[src/design/preemptive_priority_task_scheduler_macros.svh]
// Assertion macros shared by the scheduler RTL.
`ifndef PREEMPTIVE_PRIORITY_TASK_SCHEDULER_MACROS_SVH
`define PREEMPTIVE_PRIORITY_TASK_SCHEDULER_MACROS_SVH
`ifndef SYNTHESIS
`define PPTS_ASSERT(lbl, prop, msg) \
  lbl: assert property (@(posedge clk) disable iff (!rst_n) prop) else $error(msg);
`define PPTS_ASSERT_IMP(lbl, ante, cons, msg) \
  lbl: assert property (@(posedge clk) disable iff (!rst_n) (ante) |-> (cons)) else $error(msg);
`else
`define PPTS_ASSERT(lbl, prop, msg)
`define PPTS_ASSERT_IMP(lbl, ante, cons, msg)
`endif
`endif

[src/design/pts_pkg.sv]
// Types, codes and default sizes of the task scheduler.
`default_nettype none
package pts_pkg;
  localparam int NUM_TASKS_DEF        = 8;
  localparam int ACTIONS_PER_TASK_DEF = 8;
  localparam int TIME_BITS_DEF        = 16;

  localparam logic [1:0] ACT_LOAD_TASK   = 2'd0;
  localparam logic [1:0] ACT_LOAD_ACTION = 2'd1;
  localparam logic [1:0] ACT_TICK        = 2'd2;

  localparam logic [1:0] KIND_NONE   = 2'd0;
  localparam logic [1:0] KIND_BLOCK  = 2'd1;
  localparam logic [1:0] KIND_FINISH = 2'd2;

  localparam logic [2:0] ST_NOT_ARRIVED = 3'd0;
  localparam logic [2:0] ST_READY       = 3'd1;
  localparam logic [2:0] ST_RUN         = 3'd2;
  localparam logic [2:0] ST_WAIT        = 3'd3;
  localparam logic [2:0] ST_FINISH      = 3'd4;

  typedef struct packed {
    logic [1:0]  action;
    logic [2:0]  task_index;
    logic [15:0] arrive_time;
    logic [7:0]  task_priority;
    logic [2:0]  action_slot;
    logic [15:0] action_time;
    logic [1:0]  action_kind;
    logic [15:0] action_data;
  } pts_in_t;

  typedef struct packed {
    logic        running_valid;
    logic [2:0]  running_task;
    logic        finished_valid;
    logic [2:0]  finished_task;
    logic [15:0] finish_turnover;
    logic [15:0] finish_run_time;
    logic [15:0] finish_start_time;
  } pts_out_t;

  typedef struct packed {
    logic push;
    logic pop;
  } pts_qcmd_t;
endpackage
`default_nettype wire

[src/design/pts_ram.sv]
// Single-port-write, registered-read memory.
`default_nettype none
module pts_ram import pts_pkg::*; #(
  parameter int W  = 8,
  parameter int AW = 3
) (
  input  wire logic          clk,
  input  wire logic          we,
  input  wire logic [AW-1:0] waddr,
  input  wire logic [W-1:0]  wdata,
  input  wire logic [AW-1:0] raddr,
  output      logic [W-1:0]  rdata
);
  localparam int DEPTH = 1 << AW;

  logic [W-1:0] mem [DEPTH];

  always_ff @(posedge clk) begin
    if (we) begin
      mem[waddr] <= wdata;
    end
    rdata <= mem[raddr];
  end
endmodule
`default_nettype wire

[src/design/pts_queue.sv]
// First-in first-out task queue held as a shift line.
`default_nettype none
module pts_queue import pts_pkg::*; #(
  parameter int DEPTH = NUM_TASKS_DEF,
  parameter int EW    = 3,
  parameter int CW    = 4
) (
  input  wire logic          clk,
  input  wire logic          rst_n,
  input  wire pts_qcmd_t     cmd,
  input  wire logic [EW-1:0] push_data,
  output      logic [EW-1:0] head,
  output      logic [CW-1:0] count
);
  logic [EW-1:0] q_r   [DEPTH];
  logic [EW-1:0] q_nxt [DEPTH];
  logic [CW-1:0] cnt_r, cnt_nxt, tail;

  always_comb begin
    tail = cnt_r;
    for (int i = 0; i < DEPTH; i++) begin
      q_nxt[i] = q_r[i];
    end
    if (cmd.pop && cnt_r != '0) begin
      for (int i = 0; i < DEPTH - 1; i++) begin
        q_nxt[i] = q_r[i+1];
      end
      tail = cnt_r - 1'b1;
    end
    cnt_nxt = tail;
    if (cmd.push && tail < CW'(DEPTH)) begin
      for (int i = 0; i < DEPTH; i++) begin
        if (tail == CW'(i)) begin
          q_nxt[i] = push_data;
        end
      end
      cnt_nxt = tail + 1'b1;
    end
  end

  always_ff @(posedge clk) begin
    if (!rst_n) begin
      cnt_r <= '0;
    end else begin
      cnt_r <= cnt_nxt;
    end
  end

  always_ff @(posedge clk) begin
    for (int i = 0; i < DEPTH; i++) begin
      q_r[i] <= q_nxt[i];
    end
  end

  assign head  = q_r[0];
  assign count = cnt_r;
endmodule
`default_nettype wire

[src/design/preemptive_priority_task_scheduler.sv]
// Top level of the preemptive priority task scheduler.
//
// An input word is accepted at a clock edge with start high and busy low. Load-task
// words set a slot's arrival tick and priority, load-action words set one timed action,
// and tick words advance the schedule by one clock tick. Every word produces exactly one
// result word on out_data, marked by out_valid for a single cycle; the receiver cannot
// stall it. The result shows the running task after the word and any task that finished.
// A load word is decoded and, for a load-task word, its task record is then written. A tick
// walks the task records, the wait and ready queues and, when a task runs, its action
// entries; it is paced by the read-modify-write loop on the task record memory, which
// reads and then writes each entry in turn.
// After reset a clearing pass writes every task record and every action entry, one per
// cycle; busy stays high meanwhile.
`default_nettype none
`include "preemptive_priority_task_scheduler_macros.svh"
module preemptive_priority_task_scheduler import pts_pkg::*; #(
  parameter int NUM_TASKS        = NUM_TASKS_DEF,
  parameter int ACTIONS_PER_TASK = ACTIONS_PER_TASK_DEF,
  parameter int TIME_BITS        = TIME_BITS_DEF
) (
  input  wire logic    clk,
  input  wire logic    rst_n,
  input  wire logic    start,
  output      logic    busy,
  input  wire pts_in_t in_data,
  output      logic    out_valid,
  output      pts_out_t out_data
);
  localparam int TW     = (NUM_TASKS > 1) ? $clog2(NUM_TASKS) : 1;
  localparam int SW     = (ACTIONS_PER_TASK > 1) ? $clog2(ACTIONS_PER_TASK) : 1;
  localparam int CW     = $clog2(NUM_TASKS + 1);
  localparam int KW     = $clog2(ACTIONS_PER_TASK + 1);
  localparam int CLR_AW = TW + SW;

  typedef struct packed {
    logic [2:0]           status;
    logic [TIME_BITS-1:0] arrival;
    logic [7:0]           prio;
    logic [TIME_BITS-1:0] run_time;
    logic [TIME_BITS-1:0] wait_left;
    logic [TIME_BITS-1:0] start_time;
    logic                 start_set;
  } rec_t;

  typedef struct packed {
    logic [TIME_BITS-1:0] atime;
    logic [1:0]           kind;
    logic [TIME_BITS-1:0] data;
  } act_t;

  typedef enum logic [21:0] {
    S_CLEAR    = 22'b1 << 0,
    S_IDLE     = 22'b1 << 1,
    S_DECODE   = 22'b1 << 2,
    S_LD_WR    = 22'b1 << 3,
    S_ARR_RD   = 22'b1 << 4,
    S_ARR_WR   = 22'b1 << 5,
    S_WQ_RD    = 22'b1 << 6,
    S_WQ_WR    = 22'b1 << 7,
    S_UPD_RD   = 22'b1 << 8,
    S_UPD_WR   = 22'b1 << 9,
    S_REC_RD   = 22'b1 << 10,
    S_REC_LD   = 22'b1 << 11,
    S_ACT_RD   = 22'b1 << 12,
    S_ACT_CHK  = 22'b1 << 13,
    S_PICK_SET = 22'b1 << 14,
    S_PICK_RD  = 22'b1 << 15,
    S_PICK_CHK = 22'b1 << 16,
    S_REM      = 22'b1 << 17,
    S_OLD_WR   = 22'b1 << 18,
    S_NEW_RD   = 22'b1 << 19,
    S_DONE     = 22'b1 << 20,
    S_NEW_WR   = 22'b1 << 21
  } state_t;

  state_t               state_r, state_nxt;
  pts_in_t              in_r, in_nxt;
  logic [TIME_BITS-1:0] cur_time_r, cur_time_nxt;
  logic [CW-1:0]        idx_r, idx_nxt, lim_r, lim_nxt, pick_pos_r, pick_pos_nxt;
  logic [KW-1:0]        k_r, k_nxt;
  logic [TW-1:0]        run_slot_r, run_slot_nxt, pick_task_r, pick_task_nxt;
  logic                 run_active_r, run_active_nxt;
  rec_t                 rrec_r, rrec_nxt;
  logic                 have_best_r, have_best_nxt, found_r, found_nxt;
  logic [7:0]           best_prio_r, best_prio_nxt;
  logic                 fin_valid_r, fin_valid_nxt;
  logic [TW-1:0]        fin_task_r, fin_task_nxt;
  logic [TIME_BITS-1:0] fin_turn_r, fin_turn_nxt, fin_run_r, fin_run_nxt;
  logic [TIME_BITS-1:0] fin_start_r, fin_start_nxt;
  logic [CLR_AW-1:0]    clr_r, clr_nxt;
  logic                 out_valid_r, out_valid_nxt;
  pts_out_t             out_data_r, out_data_nxt;

  logic                 rec_we;
  logic [TW-1:0]        rec_waddr, rec_raddr;
  rec_t                 rec_wdata, rec_rd;
  logic [$bits(rec_t)-1:0] rec_rdata;
  logic                 act_we;
  logic [CLR_AW-1:0]    act_waddr, act_raddr;
  act_t                 act_wdata, act_rd;
  logic [$bits(act_t)-1:0] act_rdata;

  pts_qcmd_t            rq_cmd, wq_cmd;
  logic [TW-1:0]        rq_push_data, wq_push_data, rq_head, wq_head;
  logic [CW-1:0]        rq_count, wq_count;
  logic                 ti_ok, slot_ok;

  pts_ram #(.W($bits(rec_t)), .AW(TW)) u_rec_ram (
    .clk(clk), .we(rec_we), .waddr(rec_waddr), .wdata(rec_wdata),
    .raddr(rec_raddr), .rdata(rec_rdata)
  );

  pts_ram #(.W($bits(act_t)), .AW(CLR_AW)) u_act_ram (
    .clk(clk), .we(act_we), .waddr(act_waddr), .wdata(act_wdata),
    .raddr(act_raddr), .rdata(act_rdata)
  );

  pts_queue #(.DEPTH(NUM_TASKS), .EW(TW), .CW(CW)) u_ready_q (
    .clk(clk), .rst_n(rst_n), .cmd(rq_cmd), .push_data(rq_push_data),
    .head(rq_head), .count(rq_count)
  );

  pts_queue #(.DEPTH(NUM_TASKS), .EW(TW), .CW(CW)) u_wait_q (
    .clk(clk), .rst_n(rst_n), .cmd(wq_cmd), .push_data(wq_push_data),
    .head(wq_head), .count(wq_count)
  );

  assign rec_rd  = rec_t'(rec_rdata);
  assign act_rd  = act_t'(act_rdata);
  assign ti_ok   = int'(in_r.task_index) < NUM_TASKS;
  assign slot_ok = int'(in_r.action_slot) < ACTIONS_PER_TASK;

  always_comb begin
    state_nxt      = state_r;
    in_nxt         = in_r;
    cur_time_nxt   = cur_time_r;
    idx_nxt        = idx_r;
    lim_nxt        = lim_r;
    pick_pos_nxt   = pick_pos_r;
    k_nxt          = k_r;
    run_slot_nxt   = run_slot_r;
    pick_task_nxt  = pick_task_r;
    run_active_nxt = run_active_r;
    rrec_nxt       = rrec_r;
    have_best_nxt  = have_best_r;
    found_nxt      = found_r;
    best_prio_nxt  = best_prio_r;
    fin_valid_nxt  = fin_valid_r;
    fin_task_nxt   = fin_task_r;
    fin_turn_nxt   = fin_turn_r;
    fin_run_nxt    = fin_run_r;
    fin_start_nxt  = fin_start_r;
    clr_nxt        = clr_r;
    out_valid_nxt  = 1'b0;
    out_data_nxt   = out_data_r;
    rec_we         = 1'b0;
    rec_waddr      = '0;
    rec_wdata      = rec_rd;
    rec_raddr      = '0;
    act_we         = 1'b0;
    act_waddr      = '0;
    act_wdata      = '0;
    act_raddr      = {run_slot_r, k_r[SW-1:0]};
    rq_cmd         = '0;
    wq_cmd         = '0;
    rq_push_data   = '0;
    wq_push_data   = '0;

    case (state_r)
      S_CLEAR: begin
        rec_we         = 1'b1;
        rec_waddr      = clr_r[TW-1:0];
        rec_wdata      = '0;
        act_we         = 1'b1;
        act_waddr      = clr_r;
        act_wdata.kind = KIND_NONE;
        clr_nxt        = clr_r + 1'b1;
        if (&clr_r) begin
          state_nxt = S_IDLE;
        end
      end
      S_IDLE: begin
        if (start) begin
          in_nxt        = in_data;
          fin_valid_nxt = 1'b0;
          state_nxt     = S_DECODE;
        end
      end
      S_DECODE: begin
        state_nxt = S_DONE;
        rec_raddr = TW'(in_r.task_index);
        case (in_r.action)
          ACT_LOAD_TASK: begin
            if (ti_ok) begin
              state_nxt = S_LD_WR;
            end
          end
          ACT_LOAD_ACTION: begin
            if (ti_ok && slot_ok) begin
              act_we          = 1'b1;
              act_waddr       = {TW'(in_r.task_index), SW'(in_r.action_slot)};
              act_wdata.atime = TIME_BITS'(in_r.action_time);
              act_wdata.kind  = in_r.action_kind;
              act_wdata.data  = TIME_BITS'(in_r.action_data);
            end
          end
          ACT_TICK: begin
            idx_nxt   = '0;
            state_nxt = S_ARR_RD;
          end
          default: begin
            state_nxt = S_DONE;
          end
        endcase
      end
      S_LD_WR: begin
        rec_we            = 1'b1;
        rec_waddr         = TW'(in_r.task_index);
        rec_wdata.arrival = TIME_BITS'(in_r.arrive_time);
        rec_wdata.prio    = in_r.task_priority;
        state_nxt         = S_DONE;
      end
      S_ARR_RD: begin
        rec_raddr = idx_r[TW-1:0];
        state_nxt = S_ARR_WR;
      end
      S_ARR_WR: begin
        if (rec_rd.status == ST_NOT_ARRIVED && rec_rd.arrival == cur_time_r) begin
          rec_we           = 1'b1;
          rec_waddr        = idx_r[TW-1:0];
          rec_wdata.status = ST_READY;
          rq_cmd.push      = 1'b1;
          rq_push_data     = idx_r[TW-1:0];
        end
        idx_nxt   = idx_r + 1'b1;
        state_nxt = S_ARR_RD;
        if (idx_r == CW'(NUM_TASKS - 1)) begin
          idx_nxt   = '0;
          lim_nxt   = wq_count;
          state_nxt = S_WQ_RD;
        end
      end
      S_WQ_RD: begin
        rec_raddr = wq_head;
        state_nxt = S_WQ_WR;
        if (idx_r == lim_r) begin
          idx_nxt   = '0;
          state_nxt = S_UPD_RD;
        end
      end
      S_WQ_WR: begin
        wq_cmd.pop = 1'b1;
        if (rec_rd.wait_left == '0) begin
          rec_we           = 1'b1;
          rec_waddr        = wq_head;
          rec_wdata.status = ST_READY;
          rq_cmd.push      = 1'b1;
          rq_push_data     = wq_head;
        end else begin
          wq_cmd.push  = 1'b1;
          wq_push_data = wq_head;
        end
        idx_nxt   = idx_r + 1'b1;
        state_nxt = S_WQ_RD;
      end
      S_UPD_RD: begin
        rec_raddr = idx_r[TW-1:0];
        state_nxt = S_UPD_WR;
      end
      S_UPD_WR: begin
        rec_we    = 1'b1;
        rec_waddr = idx_r[TW-1:0];
        if (rec_rd.status == ST_RUN) begin
          rec_wdata.run_time = rec_rd.run_time + 1'b1;
        end else if (rec_rd.status == ST_WAIT && rec_rd.wait_left != '0) begin
          rec_wdata.wait_left = rec_rd.wait_left - 1'b1;
        end
        idx_nxt   = idx_r + 1'b1;
        state_nxt = S_UPD_RD;
        if (idx_r == CW'(NUM_TASKS - 1)) begin
          state_nxt = run_active_r ? S_REC_RD : S_PICK_SET;
        end
      end
      S_REC_RD: begin
        rec_raddr = run_slot_r;
        state_nxt = S_REC_LD;
      end
      S_REC_LD: begin
        rrec_nxt  = rec_rd;
        k_nxt     = '0;
        state_nxt = S_ACT_RD;
      end
      S_ACT_RD: begin
        state_nxt = S_ACT_CHK;
      end
      S_ACT_CHK: begin
        if ((act_rd.kind == KIND_BLOCK || act_rd.kind == KIND_FINISH) &&
            act_rd.atime == rrec_r.run_time) begin
          rec_we         = 1'b1;
          rec_waddr      = run_slot_r;
          rec_wdata      = rrec_r;
          run_active_nxt = 1'b0;
          if (act_rd.kind == KIND_BLOCK) begin
            rec_wdata.status    = ST_WAIT;
            rec_wdata.wait_left = act_rd.data;
            wq_cmd.push         = 1'b1;
            wq_push_data        = run_slot_r;
          end else begin
            rec_wdata.status = ST_FINISH;
            fin_valid_nxt    = 1'b1;
            fin_task_nxt     = run_slot_r;
            fin_turn_nxt     = cur_time_r - rrec_r.arrival;
            fin_run_nxt      = rrec_r.run_time;
            fin_start_nxt    = rrec_r.start_time;
          end
          state_nxt = S_PICK_SET;
        end else begin
          k_nxt     = k_r + 1'b1;
          state_nxt = S_ACT_RD;
          if (k_r == KW'(ACTIONS_PER_TASK - 1)) begin
            state_nxt = S_PICK_SET;
          end
        end
      end
      S_PICK_SET: begin
        idx_nxt       = '0;
        lim_nxt       = rq_count;
        have_best_nxt = run_active_r;
        best_prio_nxt = rrec_r.prio;
        found_nxt     = 1'b0;
        state_nxt     = S_PICK_RD;
      end
      S_PICK_RD: begin
        rec_raddr = rq_head;
        state_nxt = S_PICK_CHK;
        if (idx_r == lim_r) begin
          idx_nxt   = '0;
          state_nxt = found_r ? S_REM : S_DONE;
        end
      end
      S_PICK_CHK: begin
        if (!have_best_r || rec_rd.prio > best_prio_r) begin
          have_best_nxt = 1'b1;
          best_prio_nxt = rec_rd.prio;
          found_nxt     = 1'b1;
          pick_pos_nxt  = idx_r;
          pick_task_nxt = rq_head;
        end
        rq_cmd.pop   = 1'b1;
        rq_cmd.push  = 1'b1;
        rq_push_data = rq_head;
        idx_nxt      = idx_r + 1'b1;
        state_nxt    = S_PICK_RD;
      end
      S_REM: begin
        if (idx_r == lim_r) begin
          state_nxt = run_active_r ? S_OLD_WR : S_NEW_RD;
        end else begin
          rq_cmd.pop   = 1'b1;
          rq_cmd.push  = (idx_r != pick_pos_r);
          rq_push_data = rq_head;
          idx_nxt      = idx_r + 1'b1;
        end
      end
      S_OLD_WR: begin
        rec_we           = 1'b1;
        rec_waddr        = run_slot_r;
        rec_wdata        = rrec_r;
        rec_wdata.status = ST_READY;
        rq_cmd.push      = 1'b1;
        rq_push_data     = run_slot_r;
        state_nxt        = S_NEW_RD;
      end
      S_NEW_RD: begin
        rec_raddr = pick_task_r;
        state_nxt = S_NEW_WR;
      end
      S_NEW_WR: begin
        rec_we           = 1'b1;
        rec_waddr        = pick_task_r;
        rec_wdata.status = ST_RUN;
        if (!rec_rd.start_set) begin
          rec_wdata.start_set  = 1'b1;
          rec_wdata.start_time = cur_time_r;
        end
        run_slot_nxt   = pick_task_r;
        run_active_nxt = 1'b1;
        state_nxt      = S_DONE;
      end
      S_DONE: begin
        if (in_r.action == ACT_TICK) begin
          cur_time_nxt = cur_time_r + 1'b1;
        end
        out_valid_nxt                  = 1'b1;
        out_data_nxt.running_valid     = run_active_r;
        out_data_nxt.running_task      = run_active_r ? 3'(run_slot_r) : 3'd0;
        out_data_nxt.finished_valid    = fin_valid_r;
        out_data_nxt.finished_task     = fin_valid_r ? 3'(fin_task_r) : 3'd0;
        out_data_nxt.finish_turnover   = fin_valid_r ? 16'(fin_turn_r) : 16'd0;
        out_data_nxt.finish_run_time   = fin_valid_r ? 16'(fin_run_r) : 16'd0;
        out_data_nxt.finish_start_time = fin_valid_r ? 16'(fin_start_r) : 16'd0;
        state_nxt                      = S_IDLE;
      end
      default: begin
        state_nxt = S_IDLE;
      end
    endcase
  end

  always_ff @(posedge clk) begin
    if (!rst_n) begin
      state_r      <= S_CLEAR;
      clr_r        <= '0;
      cur_time_r   <= '0;
      run_active_r <= 1'b0;
      run_slot_r   <= '0;
      fin_valid_r  <= 1'b0;
      out_valid_r  <= 1'b0;
    end else begin
      state_r      <= state_nxt;
      clr_r        <= clr_nxt;
      cur_time_r   <= cur_time_nxt;
      run_active_r <= run_active_nxt;
      run_slot_r   <= run_slot_nxt;
      fin_valid_r  <= fin_valid_nxt;
      out_valid_r  <= out_valid_nxt;
    end
  end

  always_ff @(posedge clk) begin
    in_r        <= in_nxt;
    idx_r       <= idx_nxt;
    lim_r       <= lim_nxt;
    pick_pos_r  <= pick_pos_nxt;
    k_r         <= k_nxt;
    pick_task_r <= pick_task_nxt;
    rrec_r      <= rrec_nxt;
    have_best_r <= have_best_nxt;
    found_r     <= found_nxt;
    best_prio_r <= best_prio_nxt;
    fin_task_r  <= fin_task_nxt;
    fin_turn_r  <= fin_turn_nxt;
    fin_run_r   <= fin_run_nxt;
    fin_start_r <= fin_start_nxt;
    out_data_r  <= out_data_nxt;
  end

  assign busy      = (state_r != S_IDLE);
  assign out_valid = out_valid_r;
  assign out_data  = out_data_r;

  `PPTS_ASSERT_IMP(a_out_idle, out_valid_r, state_r == S_IDLE, "result word outside idle")
  `PPTS_ASSERT(a_accept, (start && !busy) |=> state_r == S_DECODE, "accepted word not decoded")
  `PPTS_ASSERT_IMP(a_run_slot, run_active_r, int'(run_slot_r) < NUM_TASKS,
    "running slot out of range")
  `PPTS_ASSERT_IMP(a_task_count, state_r == S_IDLE,
    (CW+1)'(rq_count) + (CW+1)'(wq_count) + (CW+1)'(run_active_r) <= (CW+1)'(NUM_TASKS),
    "more queued tasks than slots")
endmodule
`default_nettype wire
[config.mk]
export PLATFORM = sky130hd
export DESIGN_NAME = preemptive_priority_task_scheduler
export DESIGN_NICKNAME = d
export VERILOG_FILES = /design/src/design/pts_pkg.sv /design/src/design/pts_ram.sv /design/src/design/pts_queue.sv /design/src/design/preemptive_priority_task_scheduler.sv
export VERILOG_INCLUDE_DIRS = /design/src /design/src/design
export SDC_FILE = /design/constraint.sdc
export NUM_CORES = 2
export LEC_CHECK = 0
export BUFFER_PORTS_ARGS = -buffer_cell sky130_fd_sc_hd__buf_2
export CAP_MARGIN = 10
export CORE_UTILIZATION = 35
export CTS_BUF_LIST = sky130_fd_sc_hd__clkbuf_8
export DETAILED_ROUTE_END_ITERATION = 7
export PLACE_DENSITY = 0.51
export SLEW_MARGIN = 20
export SYNTH_ARGS = -nofsm -noshare
export SYNTH_HDL_FRONTEND = slang
export SYNTH_HIERARCHICAL = 1
export SYNTH_SLANG_ARGS = --single-unit
[constraint.sdc]
create_clock -name clk -period 10.61 [get_ports clk]
set_input_delay 2.122 -clock clk [delete_from_list [all_inputs] [get_ports clk]]
set_output_delay 2.122 -clock clk [all_outputs]
set_load 0.03 [all_outputs]
==> out/metrics.csv <==
stage;metric;value;unit
critical_path;RR Startpoint;state_r[16]$_SDFFE_PN0P_;
min_path;hold crit path type;register to register;
critical_path;Data required, critical path;11.34;ns
run;number of max-capacitance violations reported;0;
route;Post-DRT Antenna Nets;0;
global_routing;maximum number of pins on one net before global-route repair;153;
global_routing;overall track demand over capacity in global routing;18.8;%
sta;final number of setup-violating endpoints;0;
global_routing;wire length of the first global-routing pass;491;mm
global_routing;number of global-route vias before repair;66900;
die;Top Ports;127;
critical_path;RR Endpoint;u_act_ram/mem[38][5]$_DFFE_PP_;
critical_path;startpoint kind of the worst setup timing path;register;
critical_path;worst setup slack for register-to-register paths;4.62;ns
critical_path;delay-heaviest family, CP;simple AND/OR/NAND/NOR gates;
yosys;syn avg cell area;20.0;sq um
global_routing;met3 Usage GRT;3.23;%
global_routing;global routing met1 resource utilization;24.7;%
outcome;violated checks;design-rule violations;
final_layout;fraction of final layout cells with drive strength greater than 1;27.2;%
place;placed cell areas;0.133;sq mm
yosys;largest area contributor in the netlist;edfxtp_1;
final_layout;filler cell count in the final layout;32500;
sta;Rel. slew slack;12.2;%
yosys;flops & latches, synth;3275;
route;first-pass iteration count of the detailed router;8;
critical_path;type of the setup path with the least slack;register to register;
yosys;Synth Flop Type;edfxtp_1;
sta;peak clock frequency supported by timing;0.167;GHz
critical_path;slowest stage cell on the critical path;nor3b_1;
yosys;most common cell in the synthesized netlist;edfxtp_1;
critical_path;Data arrival, critical path;6.73;ns
critical_path;sum of buffers and inverters on the critical path;2;
die;Die Area;0.363;sq mm
sta;setup tns final;0;ns
clock_tree;maximum root-to-sink buffer count;4;
yosys;Synth top cells by count;edfxtp_1, mux4_2, nand2_1;
critical_path;cell depth of the worst flop-to-flop path;12;
clock_tree;Clock Sink Count;3275;
yosys;Synth area leaders;edfxtp_1, mux4_2, dfxtp_1;
clock_tree;number of H-tree levels;6;
die;y dimension of the die;603;um
clock_tree;Resized cells post-CTS;0;
sta;Worst Clk Skew;0.104;ns
route;Wirelength per Cell;28.7;um
sta;setup repair after global routing missed its margin;no;
clock_tree;post-CTS setup-driven buffer insertion count;0;
place;number of port buffers;126;
clock_tree;CTS tree;built;
critical_path;crit path from;state_r[16]$_SDFFE_PN0P_;
clock_tree;total clock buffers created by CTS;547;
sta;actual transition at the worst max-transition pin;1.31;ns
final_layout;Final nets;6974;
route;detailed-route via count;64400;
route;drt first-iter violations;6374;
pwr;Static Leak;45.9;nW
clock_tree;clock transition at the registers of the reported paths;0.06;ns
final_layout;area added between synthesis and finish;13.6;%
critical_path;delay contributed by the slowest stage of the critical path;0.77;ns
sta;endpoints failing hold;0;
critical_path;logic depth of the worst path, buffers included;12;
pwr;power density of the placed cells;188;mW/mm^2
place;number of placed instances with taps included;11100;
route;Remaining DRCs;2;
clock_tree;cts-stage hold buffer count;0;
yosys;Post-synth EDFFs;3065;
yosys;area share of the largest cell type after synthesis;72.9;%
min_path;hold path startpoint;u_rec_ram/rdata[9]$_DFF_P_;
critical_path;crit path capture;u_act_ram/mem[38][5]$_DFFE_PP_;
place;weighted congestion at the end of routability-driven global placement;0.827;
final_layout;Layout Cell Area excl Fill;0.143;sq mm
sta;share of the clock period used by the worst path;56.5;%
global_routing;antenna violations before repair;28;
outcome;status;complete, but fails checks;
clock_tree;CTS Root Cell;clkbuf_8;
global_routing;met2 layer usage reported by global route;31.7;%
route;via-per-instance ratio;5.33;
die;area of the core;0.359;sq mm
critical_path;largest fanout on the critical path;41;
yosys;part of the Yosys area used for sequential elements;76.2;%
pwr;VDD IR-drop max;0.122;mV
critical_path;type of destination of the critical path;register;
clock_tree;clock insertion delay at the later pin of the skew report;1.19;ns
route;DRT Wirelength;347;mm
sta;Final Max Slew Viols;0;
global_routing;gr busiest metal;met2;
die;die width;603;um
critical_path;cells along the critical path;nor4_1, nand4_1, nor2_1, nand3_1, nor3b_1, and3b_2, buf_4, a22o_1, nand2_1, or3_1, nor2_4, buf_4;
die;row cnt;220;
die;Initial Utilization;35.2;%
yosys;Synth Net Count;6429;
sta;clock period minus worst slack;5.99;ns
yosys;cell count after synthesis;6326;
final_layout;final cell count without fillers;12100;
yosys;yosys warns;6;
yosys;Unique masters post-synth;85;
yosys;netlist area before placement;0.126;sq mm
yosys;asr flop ratio synth;0;%
global_routing;residual overflow from global routing;0;
critical_path;Worst path most repeated cell;buf_4;
place;post-detail-place hpwl;199;mm
[worst min-delay path by stage]
stage,endpoint,cells after the start
after detailed placement,rrec_r[3]$_DFFE_PP_,0
final,rrec_r[9]$_DFFE_PP_,0
after floorplan,rrec_r[10]$_DFFE_PP_,0
after global routing,rrec_r[9]$_DFFE_PP_,0
after CTS,rrec_r[9]$_DFFE_PP_,0
after global placement,rrec_r[8]$_DFFE_PP_,0
[layer usage]
layer  vias up  routed length (um)
li1      27200                   -
met1     34400              144000
met2      2183              171000
met3       544               20300
met4        14               10700
met5         -                  92
[where the power goes]
part	internal [mW]	leakage, nW	total [mW]	switching (mW)
Combinational	0.478	11.7	1.35	0.875
Sequential	14.9	28.4	15.2	0.325
Clock	5.26	5.78	10.4	5.09
[sequential cells by signal, summed over array words and instances, names as in the netlist, 16 cells and up]
signal	count
rrec_r	73
u_act_ram/rdata	34
state_r	22
u_rec_ram/rdata	76
u_act_ram/mem	2176
out_data	56
u_ready_q/q_r	24
fin_start_r	16
in_r	66
fin_run_r	16
u_rec_ram/mem	608
fin_turn_r	16
cur_time_r	16
u_wait_q/q_r	24
[through the flow]
step / worst slack, ns / util (%) / hold slack, ns / power, mW
after floorplan: 2.05 / - / 0.408 / 16.2
after global placement: 4.71 / 37.2 / 0.411 / 16.8
after detailed placement: 4.79 / 37.2 / 0.413 / 16.8
after CTS: 4.70 / 40.0 / 0.388 / 27.2
after global routing: 4.33 / 40.0 / 0.414 / 27.9
final: 4.62 / 40.0 / 0.398 / 26.9
[area by class of cell]
cell class              count  area [sq um]  area share [%]
diodes                     10          25.0          0.0174
clock buffers             575          7910            5.52
clock inverters           388          2080            1.45
inverters                  48           184           0.128
multi-input cells        2678         28800            20.1
flip-flops and latches   3275         96200            67.1
well taps                4773          5970            4.16
repair buffers            321          2240            1.56
[placed cells by master (no fill, tap or decap), types with 46 or more instances in the layout]
cell | Yosys | layout
dfxtp_1 | 210 | 208
nand2_1 | 293 | 292
a21oi_1 | 69 | 69
o22ai_1 | 52 | 52
buf_2 | 78 | 126
xor2_1 | 46 | 46
nor2_4 | 0 | 72
a22oi_1 | 129 | 129
nand3_1 | 115 | 112
clkinv_1 | 4 | 104
edfxtp_1 | 3065 | 3065
buf_4 | 44 | 183
nand4_1 | 71 | 71
mux2i_1 | 143 | 143
mux4_2 | 628 | 628
mux2_2 | 184 | 184
inv_1 | 43 | 231
clkbuf_8 | 0 | 575
and2_1 | 100 | 66
o21ai_0 | 83 | 82
o221ai_1 | 63 | 63
nor2_1 | 207 | 134
[cell families (layout without fill, tap and decap cells)]
kind of cell               count (synthesis)  in the layout  synth area share, %
adders and majority gates                 34             34                0.343
xor gates and xnor gates                  76             76                0.527
and+or+nand+nor                         1040           1040                 4.14
other                                      0             10                    0
buffers and inverters                    373           1332                 1.51
muxes                                    955            955                 14.0
AOI/OAI and AO/OA                        573            573                 3.27
DFF                                     3275           3275                 76.2
No activity file was read; power rests on OpenSTA's default activity.
